File: src/sv/rcsl_pkg.sv
// rcsl_pkg: shared widths, constants, register indexes and types of the
// remote-control stick link supervisor. No dependencies.
package rcsl_pkg;

  localparam int TIME_BITS_DEF  = 48;
  localparam int STICK_BITS_DEF = 12;

  localparam int LIM_W   = 6;
  localparam int DZ_W    = 10;
  localparam int TO_W    = 24;
  localparam int PER_W   = 20;
  localparam int CFG_W   = 24;
  localparam int CFG_IDX_W = 3;
  localparam int KEY_W   = 4;
  localparam int SW_W    = 8;
  localparam int CNT_W   = 8;
  localparam int ERR_W   = 18;
  localparam int ANGLE_W = 35;
  localparam int HEAD_W  = 36;
  localparam int DT_W    = 17;

  localparam int OUT_BITS = 2 * ERR_W + ANGLE_W + CNT_W + 2;
  localparam int OUT_W    = ((OUT_BITS + 7) / 8) * 8;

  localparam int BAND_COUNTS = 200;
  localparam int MAX_DT      = 100000;
  localparam logic [DT_W-1:0] FIRST_DT = DT_W'(10000);

  localparam logic signed [HEAD_W-1:0] HALF_TURN = HEAD_W'(64'sd12000000000);
  localparam logic signed [HEAD_W-1:0] FULL_TURN = HEAD_W'(64'sd24000000000);

  localparam logic [CNT_W-1:0] CNT_MAX    = CNT_W'(255);
  localparam logic [SW_W-1:0]  SW_UNKNOWN = SW_W'(255);
  localparam logic [SW_W-1:0]  SW_HIGH    = SW_W'(1);
  localparam logic [SW_W-1:0]  SW_LOW     = SW_W'(0);

  localparam logic [LIM_W-1:0] FWD_LIMIT_RST   = LIM_W'(6);
  localparam logic [LIM_W-1:0] LAT_LIMIT_RST   = LIM_W'(6);
  localparam logic [DZ_W-1:0]  DEADZONE_RST    = DZ_W'(80);
  localparam logic [TO_W-1:0]  FRAME_TO_RST    = TO_W'(200000);
  localparam logic [TO_W-1:0]  IDLE_TO_RST     = TO_W'(2000000);
  localparam logic [PER_W-1:0] COUNT_PER_RST   = PER_W'(50000);

  typedef enum logic [CFG_IDX_W-1:0] {
    CFG_FWD_LIMIT     = 3'd0,
    CFG_LAT_LIMIT     = 3'd1,
    CFG_DEADZONE      = 3'd2,
    CFG_FRAME_TIMEOUT = 3'd3,
    CFG_IDLE_TIMEOUT  = 3'd4,
    CFG_COUNT_PERIOD  = 3'd5
  } cfg_reg_t;

  // link state seen by one tick, after that tick
  typedef struct packed {
    logic             disc;
    logic [DT_W-1:0]  dt;
    logic             lost;
    logic [CNT_W-1:0] cnt;
    logic             fin;
  } link_status_t;

  function automatic logic [CNT_W-1:0] sat_inc(input logic [CNT_W-1:0] v);
    return (v == CNT_MAX) ? v : v + CNT_W'(1);
  endfunction

endpackage

File: src/sv/rc_stick_link_supervisor_top.sv
// Stick link supervisor top level: stream ports, configuration registers,
// stick shaping and the five-register pipeline. Depends on rcsl_pkg,
// rcsl_link and rcsl_heading.
// A tick moves through the s1, s2, s3, s4 and output registers in order.
// One tick per cycle unless the output stalls; the heading is a single register.
// Back-pressure ripples stage by stage, so empty stages keep accepting.
// Reset (synchronous): pipeline empties, link state, heading and finish latch
// clear, configuration registers return to their defaults.
module rc_stick_link_supervisor_top #(
  parameter int TIME_BITS  = rcsl_pkg::TIME_BITS_DEF,
  parameter int STICK_BITS = rcsl_pkg::STICK_BITS_DEF,
  localparam int IN_BITS   = TIME_BITS + 3 * STICK_BITS + 14,
  localparam int IN_W      = ((IN_BITS + 7) / 8) * 8
) (
  input  logic                           clk,
  input  logic                           rst,
  input  logic                           cfg_we,
  input  logic [rcsl_pkg::CFG_IDX_W-1:0] cfg_index,
  input  logic [rcsl_pkg::CFG_W-1:0]     cfg_data,
  input  logic                           s_axis_tvalid,
  output logic                           s_axis_tready,
  // now_us, frame_new, stick_lat, stick_fwd, stick_yaw, key_mask, switch_pos, armed
  input  logic [IN_W-1:0]                s_axis_tdata,
  output logic                           m_axis_tvalid,
  input  logic                           m_axis_tready,
  // err_fwd, err_lat, angle_out, beacon_lost, lost_ticks, finished
  output logic [rcsl_pkg::OUT_W-1:0]     m_axis_tdata
);
  import rcsl_pkg::*;

  localparam int OFS_FNEW = TIME_BITS;
  localparam int OFS_LAT  = OFS_FNEW + 1;
  localparam int OFS_FWD  = OFS_LAT + STICK_BITS;
  localparam int OFS_YAW  = OFS_FWD + STICK_BITS;
  localparam int OFS_KEY  = OFS_YAW + STICK_BITS;
  localparam int OFS_SW   = OFS_KEY + KEY_W;
  localparam int OFS_ARM  = OFS_SW + SW_W;

  localparam int AX_LAT = 0;
  localparam int AX_FWD = 1;
  localparam int AX_YAW = 2;

  localparam int DW = ((STICK_BITS > DZ_W) ? STICK_BITS : DZ_W) + 2;
  localparam int EW = ((STICK_BITS + LIM_W + 1) > ERR_W) ? (STICK_BITS + LIM_W + 1) : ERR_W;
  localparam logic signed [DW-1:0] BAND_X = DW'(BAND_COUNTS);

  // configuration
  logic [LIM_W-1:0] fwd_limit, lat_limit;
  logic [DZ_W-1:0]  deadzone;
  logic [TO_W-1:0]  frame_timeout, idle_timeout;
  logic [PER_W-1:0] count_period;

  // handshake chain
  logic rdy1, rdy2, rdy3, rdy4, rdy_out;
  logic s1_valid, s2_valid, s3_valid, s4_valid;

  // stage 1: captured tick
  logic [IN_BITS-1:0] s1_data;
  logic signed [STICK_BITS-1:0] raw [3];
  logic signed [STICK_BITS-1:0] axis_d [3];
  logic [2:0] axis_band;

  logic signed [EW-1:0] fwd_x, lat_x, fwd_lim_x, lat_lim_x, fwd_prod, lat_prod, lat_neg;
  logic fwd_on, lat_on, yaw_on, act;

  // stage 2
  logic [TIME_BITS-1:0]         s2_now;
  logic                         s2_fnew, s2_active, s2_armed;
  logic [SW_W-1:0]              s2_sw;
  logic signed [STICK_BITS-1:0] s2_dyaw;
  logic [ERR_W-1:0]             s2_efwd, s2_elat;
  link_status_t                 link_st;

  // stage 3
  link_status_t                 s3_st;
  logic signed [STICK_BITS-1:0] s3_dyaw;
  logic [ERR_W-1:0]             s3_efwd, s3_elat;

  // stage 4 and output
  logic [ERR_W-1:0] s4_efwd, s4_elat, o_efwd, o_elat;
  logic             s4_lost, s4_fin, o_lost, o_fin;
  logic [CNT_W-1:0] s4_cnt, o_cnt;
  logic [ANGLE_W-1:0] angle;

  assign rdy_out = !m_axis_tvalid || m_axis_tready;
  assign rdy4    = !s4_valid || rdy_out;
  assign rdy3    = !s3_valid || rdy4;
  assign rdy2    = !s2_valid || rdy3;
  assign rdy1    = !s1_valid || rdy2;
  assign s_axis_tready = rdy1;

  // stick dead zone and residue band per axis
  assign raw[AX_LAT] = s1_data[OFS_LAT +: STICK_BITS];
  assign raw[AX_FWD] = s1_data[OFS_FWD +: STICK_BITS];
  assign raw[AX_YAW] = s1_data[OFS_YAW +: STICK_BITS];

  for (genvar i = 0; i < 3; i++) begin : g_axis
    logic signed [DW-1:0] raw_x, dz_x, d_x;
    assign raw_x = DW'(raw[i]);
    assign dz_x  = $signed(DW'(deadzone));
    always_comb begin
      if (raw_x > dz_x) begin
        d_x = raw_x - dz_x;
      end else if (raw_x < -dz_x) begin
        d_x = raw_x + dz_x;
      end else begin
        d_x = '0;
      end
    end
    assign axis_d[i]    = d_x[STICK_BITS-1:0];
    assign axis_band[i] = (d_x > BAND_X) || (d_x < -BAND_X);
  end

  assign fwd_on = axis_band[AX_FWD] && (fwd_limit != '0);
  assign lat_on = axis_band[AX_LAT] && (lat_limit != '0);
  assign yaw_on = axis_band[AX_YAW];
  assign act    = fwd_on || lat_on || yaw_on || (s1_data[OFS_KEY +: KEY_W] != '0);

  assign fwd_x     = EW'(axis_d[AX_FWD]);
  assign lat_x     = EW'(axis_d[AX_LAT]);
  assign fwd_lim_x = $signed(EW'(fwd_limit));
  assign lat_lim_x = $signed(EW'(lat_limit));
  assign fwd_prod  = fwd_x * fwd_lim_x;
  assign lat_prod  = lat_x * lat_lim_x;
  assign lat_neg   = -lat_prod;

  rcsl_link #(
    .TIME_BITS(TIME_BITS)
  ) u_link (
    .clk           (clk),
    .rst           (rst),
    .advance       (s2_valid && rdy3),
    .now           (s2_now),
    .frame_new     (s2_fnew),
    .active        (s2_active),
    .sw            (s2_sw),
    .armed         (s2_armed),
    .frame_timeout (frame_timeout),
    .idle_timeout  (idle_timeout),
    .count_period  (count_period),
    .status        (link_st)
  );

  rcsl_heading #(
    .STICK_BITS(STICK_BITS)
  ) u_heading (
    .clk        (clk),
    .rst        (rst),
    .load_delta (rdy4),
    .d_yaw      (s3_dyaw),
    .dt         (s3_st.dt),
    .hold       (s3_st.disc),
    .load_head  (s4_valid && rdy_out),
    .angle      (angle)
  );

  // control: valid bits and configuration
  always_ff @(posedge clk) begin
    if (rst) begin
      s1_valid      <= 1'b0;
      s2_valid      <= 1'b0;
      s3_valid      <= 1'b0;
      s4_valid      <= 1'b0;
      m_axis_tvalid <= 1'b0;
      fwd_limit     <= FWD_LIMIT_RST;
      lat_limit     <= LAT_LIMIT_RST;
      deadzone      <= DEADZONE_RST;
      frame_timeout <= FRAME_TO_RST;
      idle_timeout  <= IDLE_TO_RST;
      count_period  <= COUNT_PER_RST;
    end else begin
      if (rdy1)    s1_valid      <= s_axis_tvalid;
      if (rdy2)    s2_valid      <= s1_valid;
      if (rdy3)    s3_valid      <= s2_valid;
      if (rdy4)    s4_valid      <= s3_valid;
      if (rdy_out) m_axis_tvalid <= s4_valid;
      if (cfg_we) begin
        unique case (cfg_reg_t'(cfg_index))
          CFG_FWD_LIMIT:     fwd_limit     <= cfg_data[LIM_W-1:0];
          CFG_LAT_LIMIT:     lat_limit     <= cfg_data[LIM_W-1:0];
          CFG_DEADZONE:      deadzone      <= cfg_data[DZ_W-1:0];
          CFG_FRAME_TIMEOUT: frame_timeout <= cfg_data[TO_W-1:0];
          CFG_IDLE_TIMEOUT:  idle_timeout  <= cfg_data[TO_W-1:0];
          CFG_COUNT_PERIOD:  count_period  <= cfg_data[PER_W-1:0];
          default: ;
        endcase
      end
    end
  end

  // payload
  always_ff @(posedge clk) begin
    if (rdy1) begin
      s1_data <= s_axis_tdata[IN_BITS-1:0];
    end
    if (rdy2) begin
      s2_now    <= s1_data[TIME_BITS-1:0];
      s2_fnew   <= s1_data[OFS_FNEW];
      s2_active <= act;
      s2_sw     <= s1_data[OFS_SW +: SW_W];
      s2_armed  <= s1_data[OFS_ARM];
      s2_dyaw   <= yaw_on ? axis_d[AX_YAW] : '0;
      s2_efwd   <= fwd_on ? fwd_prod[ERR_W-1:0] : '0;
      s2_elat   <= lat_on ? lat_neg[ERR_W-1:0] : '0;
    end
    if (rdy3) begin
      s3_st   <= link_st;
      s3_dyaw <= s2_dyaw;
      s3_efwd <= s2_efwd;
      s3_elat <= s2_elat;
    end
    if (rdy4) begin
      s4_efwd <= s3_st.disc ? '0 : s3_efwd;
      s4_elat <= s3_st.disc ? '0 : s3_elat;
      s4_lost <= s3_st.lost;
      s4_cnt  <= s3_st.cnt;
      s4_fin  <= s3_st.fin;
    end
    if (rdy_out) begin
      o_efwd <= s4_efwd;
      o_elat <= s4_elat;
      o_lost <= s4_lost;
      o_cnt  <= s4_cnt;
      o_fin  <= s4_fin;
    end
  end

  assign m_axis_tdata = {(OUT_W - OUT_BITS)'(0), o_fin, o_cnt, o_lost, angle, o_elat, o_efwd};

  a_stall_only_from_output: assert property (@(posedge clk) disable iff (rst)
    !s_axis_tready |-> m_axis_tvalid && !m_axis_tready)
    else $error("input stalled while output side free");

endmodule

File: src/sv/rcsl_link.sv
// rcsl_link: beacon/link supervision, lost counter, finish latch and tick
// interval. Holds the timestamp state. Depends on rcsl_pkg.
module rcsl_link #(
  parameter int TIME_BITS = rcsl_pkg::TIME_BITS_DEF
) (
  input  logic                       clk,
  input  logic                       rst,
  input  logic                       advance,
  input  logic [TIME_BITS-1:0]       now,
  input  logic                       frame_new,
  input  logic                       active,
  input  logic [rcsl_pkg::SW_W-1:0]  sw,
  input  logic                       armed,
  input  logic [rcsl_pkg::TO_W-1:0]  frame_timeout,
  input  logic [rcsl_pkg::TO_W-1:0]  idle_timeout,
  input  logic [rcsl_pkg::PER_W-1:0] count_period,
  output rcsl_pkg::link_status_t     status
);
  import rcsl_pkg::*;

  logic [TIME_BITS-1:0] last_frame, last_active, last_count, last_tick;
  logic [TIME_BITS-1:0] last_frame_next, last_active_next, last_count_next, last_tick_next;
  logic                 lost, lost_next;
  logic [CNT_W-1:0]     cnt, cnt_next;
  logic                 fin, fin_next;
  logic [SW_W-1:0]      prev_sw;

  logic [TIME_BITS-1:0] age_frame, age_active, age_tick, age_count, count_base;
  logic [CNT_W-1:0]     cnt_base;
  logic                 frame_to, idle_to, disc;
  logic [DT_W-1:0]      dt;

  assign age_frame  = now - last_frame;
  assign age_active = now - last_active;
  assign age_tick   = now - last_tick;
  assign frame_to   = age_frame > TIME_BITS'(frame_timeout);
  assign idle_to    = age_active > TIME_BITS'(idle_timeout);

  // on entry to the lost state the period restarts from now
  assign count_base = lost ? last_count : now;
  assign cnt_base   = lost ? cnt : '0;
  assign age_count  = now - count_base;

  always_comb begin
    last_frame_next  = last_frame;
    last_active_next = last_active;
    last_count_next  = last_count;
    last_tick_next   = last_tick;
    lost_next        = lost;
    cnt_next         = cnt;
    disc             = 1'b0;
    fin_next         = fin | ((prev_sw == SW_HIGH) && (sw == SW_LOW) && armed);

    if (frame_new) begin
      last_frame_next = now;
      if (active) begin
        last_active_next = now;
        if (lost) begin
          lost_next = 1'b0;
          cnt_next  = '0;
        end
      end else if (idle_to) begin
        lost_next = 1'b1;
        cnt_next  = sat_inc(cnt_base);
      end
    end else if (frame_to) begin
      disc      = 1'b1;
      lost_next = 1'b1;
      if (age_count >= TIME_BITS'(count_period)) begin
        last_count_next = now;
        cnt_next        = sat_inc(cnt_base);
      end else begin
        last_count_next = count_base;
        cnt_next        = cnt_base;
      end
    end

    if (last_tick != '0 && age_tick != '0 && age_tick <= TIME_BITS'(MAX_DT)) begin
      dt = age_tick[DT_W-1:0];
    end else begin
      dt = FIRST_DT;
    end
    if (!disc) begin
      last_tick_next = now;
    end
  end

  assign status.disc = disc;
  assign status.dt   = dt;
  assign status.lost = lost_next;
  assign status.cnt  = cnt_next;
  assign status.fin  = fin_next;

  always_ff @(posedge clk) begin
    if (rst) begin
      last_frame  <= '0;
      last_active <= '0;
      last_count  <= '0;
      last_tick   <= '0;
      lost        <= 1'b0;
      cnt         <= '0;
      fin         <= 1'b0;
      prev_sw     <= SW_UNKNOWN;
    end else if (advance) begin
      last_frame  <= last_frame_next;
      last_active <= last_active_next;
      last_count  <= last_count_next;
      last_tick   <= last_tick_next;
      lost        <= lost_next;
      cnt         <= cnt_next;
      fin         <= fin_next;
      prev_sw     <= sw;
    end
  end

  a_found_clears_count: assert property (@(posedge clk) disable iff (rst)
    !lost |-> cnt == '0)
    else $error("lost counter nonzero while beacon found");

  a_finish_sticky: assert property (@(posedge clk) disable iff (rst)
    fin |=> fin)
    else $error("finish latch dropped");

  a_dt_range: assert property (@(posedge clk) disable iff (rst)
    dt != '0 && dt <= DT_W'(MAX_DT))
    else $error("tick interval out of range");

endmodule

File: src/sv/rcsl_heading.sv
// rcsl_heading: yaw integration into the target heading, with wrap at half
// a turn. One multiply stage, one accumulate stage. Depends on rcsl_pkg.
module rcsl_heading #(
  parameter int STICK_BITS = rcsl_pkg::STICK_BITS_DEF
) (
  input  logic                          clk,
  input  logic                          rst,
  input  logic                          load_delta,
  input  logic signed [STICK_BITS-1:0]  d_yaw,
  input  logic [rcsl_pkg::DT_W-1:0]     dt,
  input  logic                          hold,
  input  logic                          load_head,
  output logic [rcsl_pkg::ANGLE_W-1:0]  angle
);
  import rcsl_pkg::*;

  localparam int PW = STICK_BITS + DT_W + 1;

  logic signed [PW-1:0]     yaw_x, dt_x, prod;
  logic signed [HEAD_W-1:0] delta, heading, diff, heading_next;

  assign yaw_x = PW'(d_yaw);
  assign dt_x  = $signed(PW'(dt));
  assign prod  = yaw_x * dt_x;

  assign diff = heading - delta;

  always_comb begin
    if (diff > HALF_TURN) begin
      heading_next = diff - FULL_TURN;
    end else if (diff < -HALF_TURN) begin
      heading_next = diff + FULL_TURN;
    end else begin
      heading_next = diff;
    end
  end

  always_ff @(posedge clk) begin
    if (load_delta) begin
      delta <= hold ? '0 : HEAD_W'(prod);
    end
  end

  always_ff @(posedge clk) begin
    if (rst) begin
      heading <= '0;
    end else if (load_head) begin
      heading <= heading_next;
    end
  end

  // heading holds the angle of the result currently in the output register
  assign angle = heading[ANGLE_W-1:0];

  a_heading_range: assert property (@(posedge clk) disable iff (rst)
    heading <= HALF_TURN && heading >= -HALF_TURN)
    else $error("heading outside half-turn range");

endmodule

File: config.mk
export PLATFORM = sky130hd
export DESIGN_NAME = rc_stick_link_supervisor_top
export DESIGN_NICKNAME = d
export VERILOG_FILES = /design/src/sv/rcsl_pkg.sv /design/src/sv/rc_stick_link_supervisor_top.sv /design/src/sv/rcsl_link.sv /design/src/sv/rcsl_heading.sv
export SDC_FILE = /design/constraint.sdc
export NUM_CORES = 2
export LEC_CHECK = 0
export BUFFER_PORTS_ARGS = -buffer_cell sky130_fd_sc_hd__buf_2
export CAP_MARGIN = 25
export CORE_ASPECT_RATIO = 1.4
export CORE_MARGIN = 2
export CORE_UTILIZATION = 45
export CTS_BUF_LIST = sky130_fd_sc_hd__clkbuf_4
export DETAILED_ROUTE_END_ITERATION = 16
export GPL_TIMING_DRIVEN = 0
export SLEW_MARGIN = 20
export SYNTH_ARGS = -nofsm -noshare
export SYNTH_HDL_FRONTEND = slang
export SYNTH_SLANG_ARGS = --single-unit
File: constraint.sdc
create_clock -name clk -period 11.7 [get_ports clk]
set_input_delay 0 -clock clk [delete_from_list [all_inputs] [get_ports clk]]
set_output_delay 0 -clock clk [all_outputs]
set_load 0.05 [all_outputs]
# Word-level counts from Yosys, hierarchy flattened
# Index checks and enable logic that the tools add are counted.
# op_classes
bitwise,3
n_mux,24
eq_ne,7
reduce_logical,41
addsub,16
magnitude_cmp,18
mul,3
# op_table
cell,n
48-bit subtractor,4
48-bit by 24-bit > comparator with 1-bit output,2
48-bit two-way mux,2
48-bit nonzero test,2
14-bit two-way mux,6
36-bit two-way mux,2
8-bit two-way mux,8
48-bit by 20-bit greater-or-equal comparator with 1-bit output,1
48-bit by 17-bit <= comparator with 1-bit output (second input constant),1
14-bit by 9-bit > comparator with 1-bit output (second input constant),3
12-bit by 14-bit < comparator with 1-bit output,3
14-bit by 9-bit < comparator with 1-bit output (second input constant),3
12-bit by 11-bit adder with 13-bit output,3
12-bit by 11-bit subtractor with 13-bit output,3
36-bit adder (second input constant),1
12-bit by 11-bit > comparator with 1-bit output,3
36-bit by 35-bit > comparator with 1-bit output (second input constant),1
36-bit by 35-bit < comparator with 1-bit output (second input constant),1
12-bit by 7-bit multiplier with 18-bit output,2
36-bit by 30-bit subtractor with 36-bit output,1
36-bit subtractor (second input constant),1
12-bit by 18-bit multiplier with 30-bit output,1
18-bit negator,1
2-bit AND reduction,8
18 further kinds,49
# totals
in_bits,136
reg_bits,744

# Depth between registers and ports, before layout
# depth
ltp_word,10
depth_mapped,41
ltp_nobuf,39

# By module
# Synthesis repeated with hierarchy kept, for this count alone.
# unflattened
cells_unflattened,7200
hier_area_um2,62062.0
# modules_own_cells
module,area_each_um2,n_inst,cells_per_inst
rc_stick_link_supervisor_top,25335.5,1,2224
rcsl_link,24011.8,1,3448
rcsl_heading,12714.7,1,1528

# Worst setup path before layout
# OpenSTA, ideal clock, no wires.
# synth_timing
path_kind,register to register
startpoint,register deadzone[1]
endpoint,register s2_elat[17] (data pin)
synth_period_minus_slack_ns,8.188
path_stages_with_launch,40
path_buffers,2
arrival_ns,7.934
required_time_ns,11.446
setup_slack_ns,3.512
path_cell_list,dfxtp_1 -> inv_1 -> ha_1 -> nand2_1 -> nor2_1 -> xnor2_1 -> ha_1 -> a2111oi_0 -> a21oi_1 -> maj3_2 -> maj3_2 -> o221a_2 -> buf_4 -> buf_6 -> nor3_1 -> a211oi_1 -> a21oi_1 -> nand2_1 -> [... 4 more ...] -> fa_1 -> inv_1 -> ha_1 -> fa_1 -> a21oi_1 -> nor2_1 -> nor2_1 -> o21bai_1 -> a21oi_1 -> o21bai_1 -> a21oi_1 -> o21bai_1 -> a21oi_1 -> o21ai_0 -> a21o_1 -> a21oi_1 -> xnor2_1 -> nor2_1
# synth_via
elab_chain_cells,7
# synth_lines
element,line,source
start: declaration,rc_stick_link_supervisor_top.sv:49,logic [DZ_W-1:0] deadzone;
start signal: assignment,rc_stick_link_supervisor_top.sv:181,CFG_DEADZONE: deadzone <= cfg_data[DZ_W-1:0];
10-bit negator with 14-bit output,rc_stick_link_supervisor_top.sv:104,end else if (raw_x < -dz_x) begin
12-bit by 14-bit < comparator with 1-bit output,rc_stick_link_supervisor_top.sv:104,
14-bit two-way mux,rc_stick_link_supervisor_top.sv:104,
14-bit two-way mux (*),rc_stick_link_supervisor_top.sv:102,if (raw_x > dz_x) begin
"parallel branches: the longest is 3 deep, another holds 12-bit by 7-bit multiplier with 18-bit output",--,
end signal: assignment,rc_stick_link_supervisor_top.sv:204,s2_elat <= lat_on ? lat_neg[ERR_W-1:0] : '0;
end: declaration,rc_stick_link_supervisor_top.sv:71,"logic [ERR_W-1:0] s2_efwd, s2_elat;"
# Every way passes the cells marked *.
# A chain may end at the register's enable or synchronous reset.

# Worst setup path after layout
# Same ends and word-level chain as after synthesis.

==> reports/metrics.cfg <==
[synth]
yosys.area.top_type=edfxtp_1
synth_top_family_by_area=adder cells
synth_mux_area_share_pct=2.37
synthAdderAreaFrac_pct=20.1
synth_area_per_cell_um2=8.62
synth_edf_count=403
synth_seq_area_share_pct=31.3
syn-cell-area_mm2=0.0605
synthCells=7018
yosys_register_bits=744
synth_async_sr_flop_share_pct=0
yosysWarnings=0
synth_compound_area_share_pct=17.4
synth-simple-area-share_pct=18.1
synth.area.top_cells=edfxtp_1, ha_1, dfxtp_1
synth_flop_cell=edfxtp_1
yosys.area.top_type_share_pct=20.0
yosys.cell_types.count=106
synthXorXnorAreaFrac_pct=3.39

[timing]
min_period_over_period_pct=85.6
fin_setup_tns_ps=0
setup_ws_ps=1680
min_period_ps=10020
finClkSkew_ps=136
final_max_slew_viol_count=0
slew-limit-headroom_pct=27.1
hold_viol=0
setup-violations-final=0
tightestPinTransition_ps=1090
rsz0062_at_grt=no
clock.fmax_mhz=99.8

[place]
preCtsSetupSlack_ps=1820
dp_hpwl_mm=151
dp_cells=9016
portBuffers=210
place_congestion=0.960
dpl_cell_area_mm2=0.0640

[clock_network]
cts_setup_buffers=0
hold_buffers=390
clkSlewWorstSetupHoldPaths_ps=70
htreeDepth=4
cts_buffers=194
post_cts_resize_count=0
clk_latency_ps=1340
cts_tree=built
cts.sinks=744
clockBufferDepth=3
root_buffer=clkbuf_4

[global_routing]
overflow=0
grt.total_usage_pct=28.6
antenna_found_initial=7
grt_pass1_vias=53562
grt_max_degree=57
grt_pass1_wl_mm=305

[worst_setup_path]
cp-start-kind=flip-flop
crit_path_frequent_cell=a21oi_1
ff2ff_path_depth=38
crit_path_end_kind=flip-flop
worstPathRequired_ps=12650
max_stage_delay_ps=860
r2r_setup_slack_ps=1680
cp_slowest_cell=dfxtp_1
worst-path-buf-inv=4
critical_path_class=reg -> reg
cp.arrival_ps=10970
r2r-end=s2_elat[17]
cp_max_fo=12
timing.rr.start=deadzone[1]
crit_family=adder cells

[route]
wl_met3_mm=10.4
routedWlPerCell_um=20.4
wirelength_mm=199
wl_met1_mm=82.4
vias=54461
wl_met2_mm=96.8
ant_nets=0
drt_iter0_markers=3919
routed_via_density=5.57
routed.top_layer=met5
dr.pass1.iters=6
drc=0

[layout]
final_area_mm2=0.0708
drive_above_1_share_pct=8.58
fin_nets=8783
stdcell_count=9773
final_util_pct=52.8
syn2layout_area_growth_pct=17.0

[die]
pin_count=226
core_area_mm2=0.134
die_area_mm2=0.137
die_h_um=438
row_count=159
initial_core_util_pct=45.2
die_w_um=314

[hold_path]
holdPathEnd=u_link.cnt[1]
min_path_type=in -> reg
hp-start=rst
min_path_cells=4

[pwr]
powerDensity_mw_per_mm2=141
ir_drop_uv=131
leakagePower_nw=30.3

[outcome]
status=complete, no violations

[flow_run]
cap_violations=0

[layout make-up]
cell class                      count  area (µm²)
Fill cell                       12633       63100
Sequential cell                   744       18900
Clock inverter                     82         709
Timing Repair Buffer              612        5180
Clock buffer                      275        2060
Multi-Input combinational cell   5164       37200
Tap cell                         1771        2220
Inverter                          750        2820
Antenna cell                        9        22.5
Buffer                            366        1630
[per-layer routing]
layer  vias up  global-route usage (%)
met2      1705                    49.5
met4         2                    13.5
met3       448                    4.09
li1      26166                       -
met5         -                       0
met1     26140                    35.0
[cells by family after synthesis]
group,Yosys count
flip-flops,744
buffers and inverters,1116
AO/OA/AOI/OAI,1669
adder cells (fa/ha/maj),817
multiplexers,142
XOR/XNOR,231
other,1
AND/OR/NAND/NOR,2298
[through the flow]
step                total power, mW  hold WS [ps]
floorplan                      6.25          98.9
detailed placement             7.31           178
global route                   10.7          85.7
CTS                            10.0          36.7
finish                         9.99           127
global placement               7.25           176
[cells in the mapped netlist (all sizes together) (133+ instances only)]
cell type,instances
edfxtp,403
mux2i,133
and2,209
nor2,419
o21ai,307
nand2,943
ha,553
xnor2,146
dfxtp,341
fa,262
clkbuf,286
inv,749
a21oi,630
[tightest hold or removal path, delay by kind of cell]
family,cells,cell delay (ps)
compound gates,1,210
buf+inv,3,1180
[worst max-delay path by stage]
stage / slack, ps / cells past startpoint / start / end
floorplan: 3510 / 39 / deadzone[1] / s2_elat[17]
global placement: 1920 / 38 / deadzone[1] / s2_elat[17]
detailed placement: 1820 / 38 / deadzone[1] / s2_elat[17]
CTS: 1720 / 38 / deadzone[1] / s2_elat[17]
global route: 1150 / 38 / deadzone[1] / s2_elat[17]
finish: 1680 / 38 / deadzone[1] / s2_elat[17]
[report_power, final]
part,switching [mW],total [mW],internal [mW],leakage (nW)
clock,1.22,2.60,1.38,1.60
combinational,2.50,4.10,1.60,21.5
sequential,0.167,3.29,3.12,7.24
total,3.88,9.99,6.10,30.3
[flip-flops by register name, summed over array words and instances, names as in the netlist, 10 cells and up]
signal and cells:
s2_now 48, o_efwd 18, u_heading.delta 30, s3_elat 18
s2_dyaw 12, u_link.last_count 48, s4_elat 18, u_link.last_active 48
s3_st 28, s3_dyaw 12, s2_elat 18, u_heading.heading 36
o_elat 18, frame_timeout 24, u_link.last_frame 48, deadzone 10
s3_efwd 18, s1_data 98, count_period 20, s2_efwd 18
u_link.last_tick 48, s4_efwd 18, idle_timeout 24
[cells in the final DEF, fill, tap and decap left out, types with 105 or more instances in the layout]
cell,n
clkbuf_1,280
nand2_1,941
buf_2,229
xnor2_1,146
mux2i_1,133
nand3_1,122
dlygate4sd3_1,390
a21o_1,130
nor2_1,417
a21oi_1,627
dfxtp_1,341
clkbuf_4,275
edfxtp_1,403
nand4_1,105
o21ai_0,294
inv_1,746
ha_1,553
and2_1,208
fa_1,262
Power figures use the tool's default switching activity.
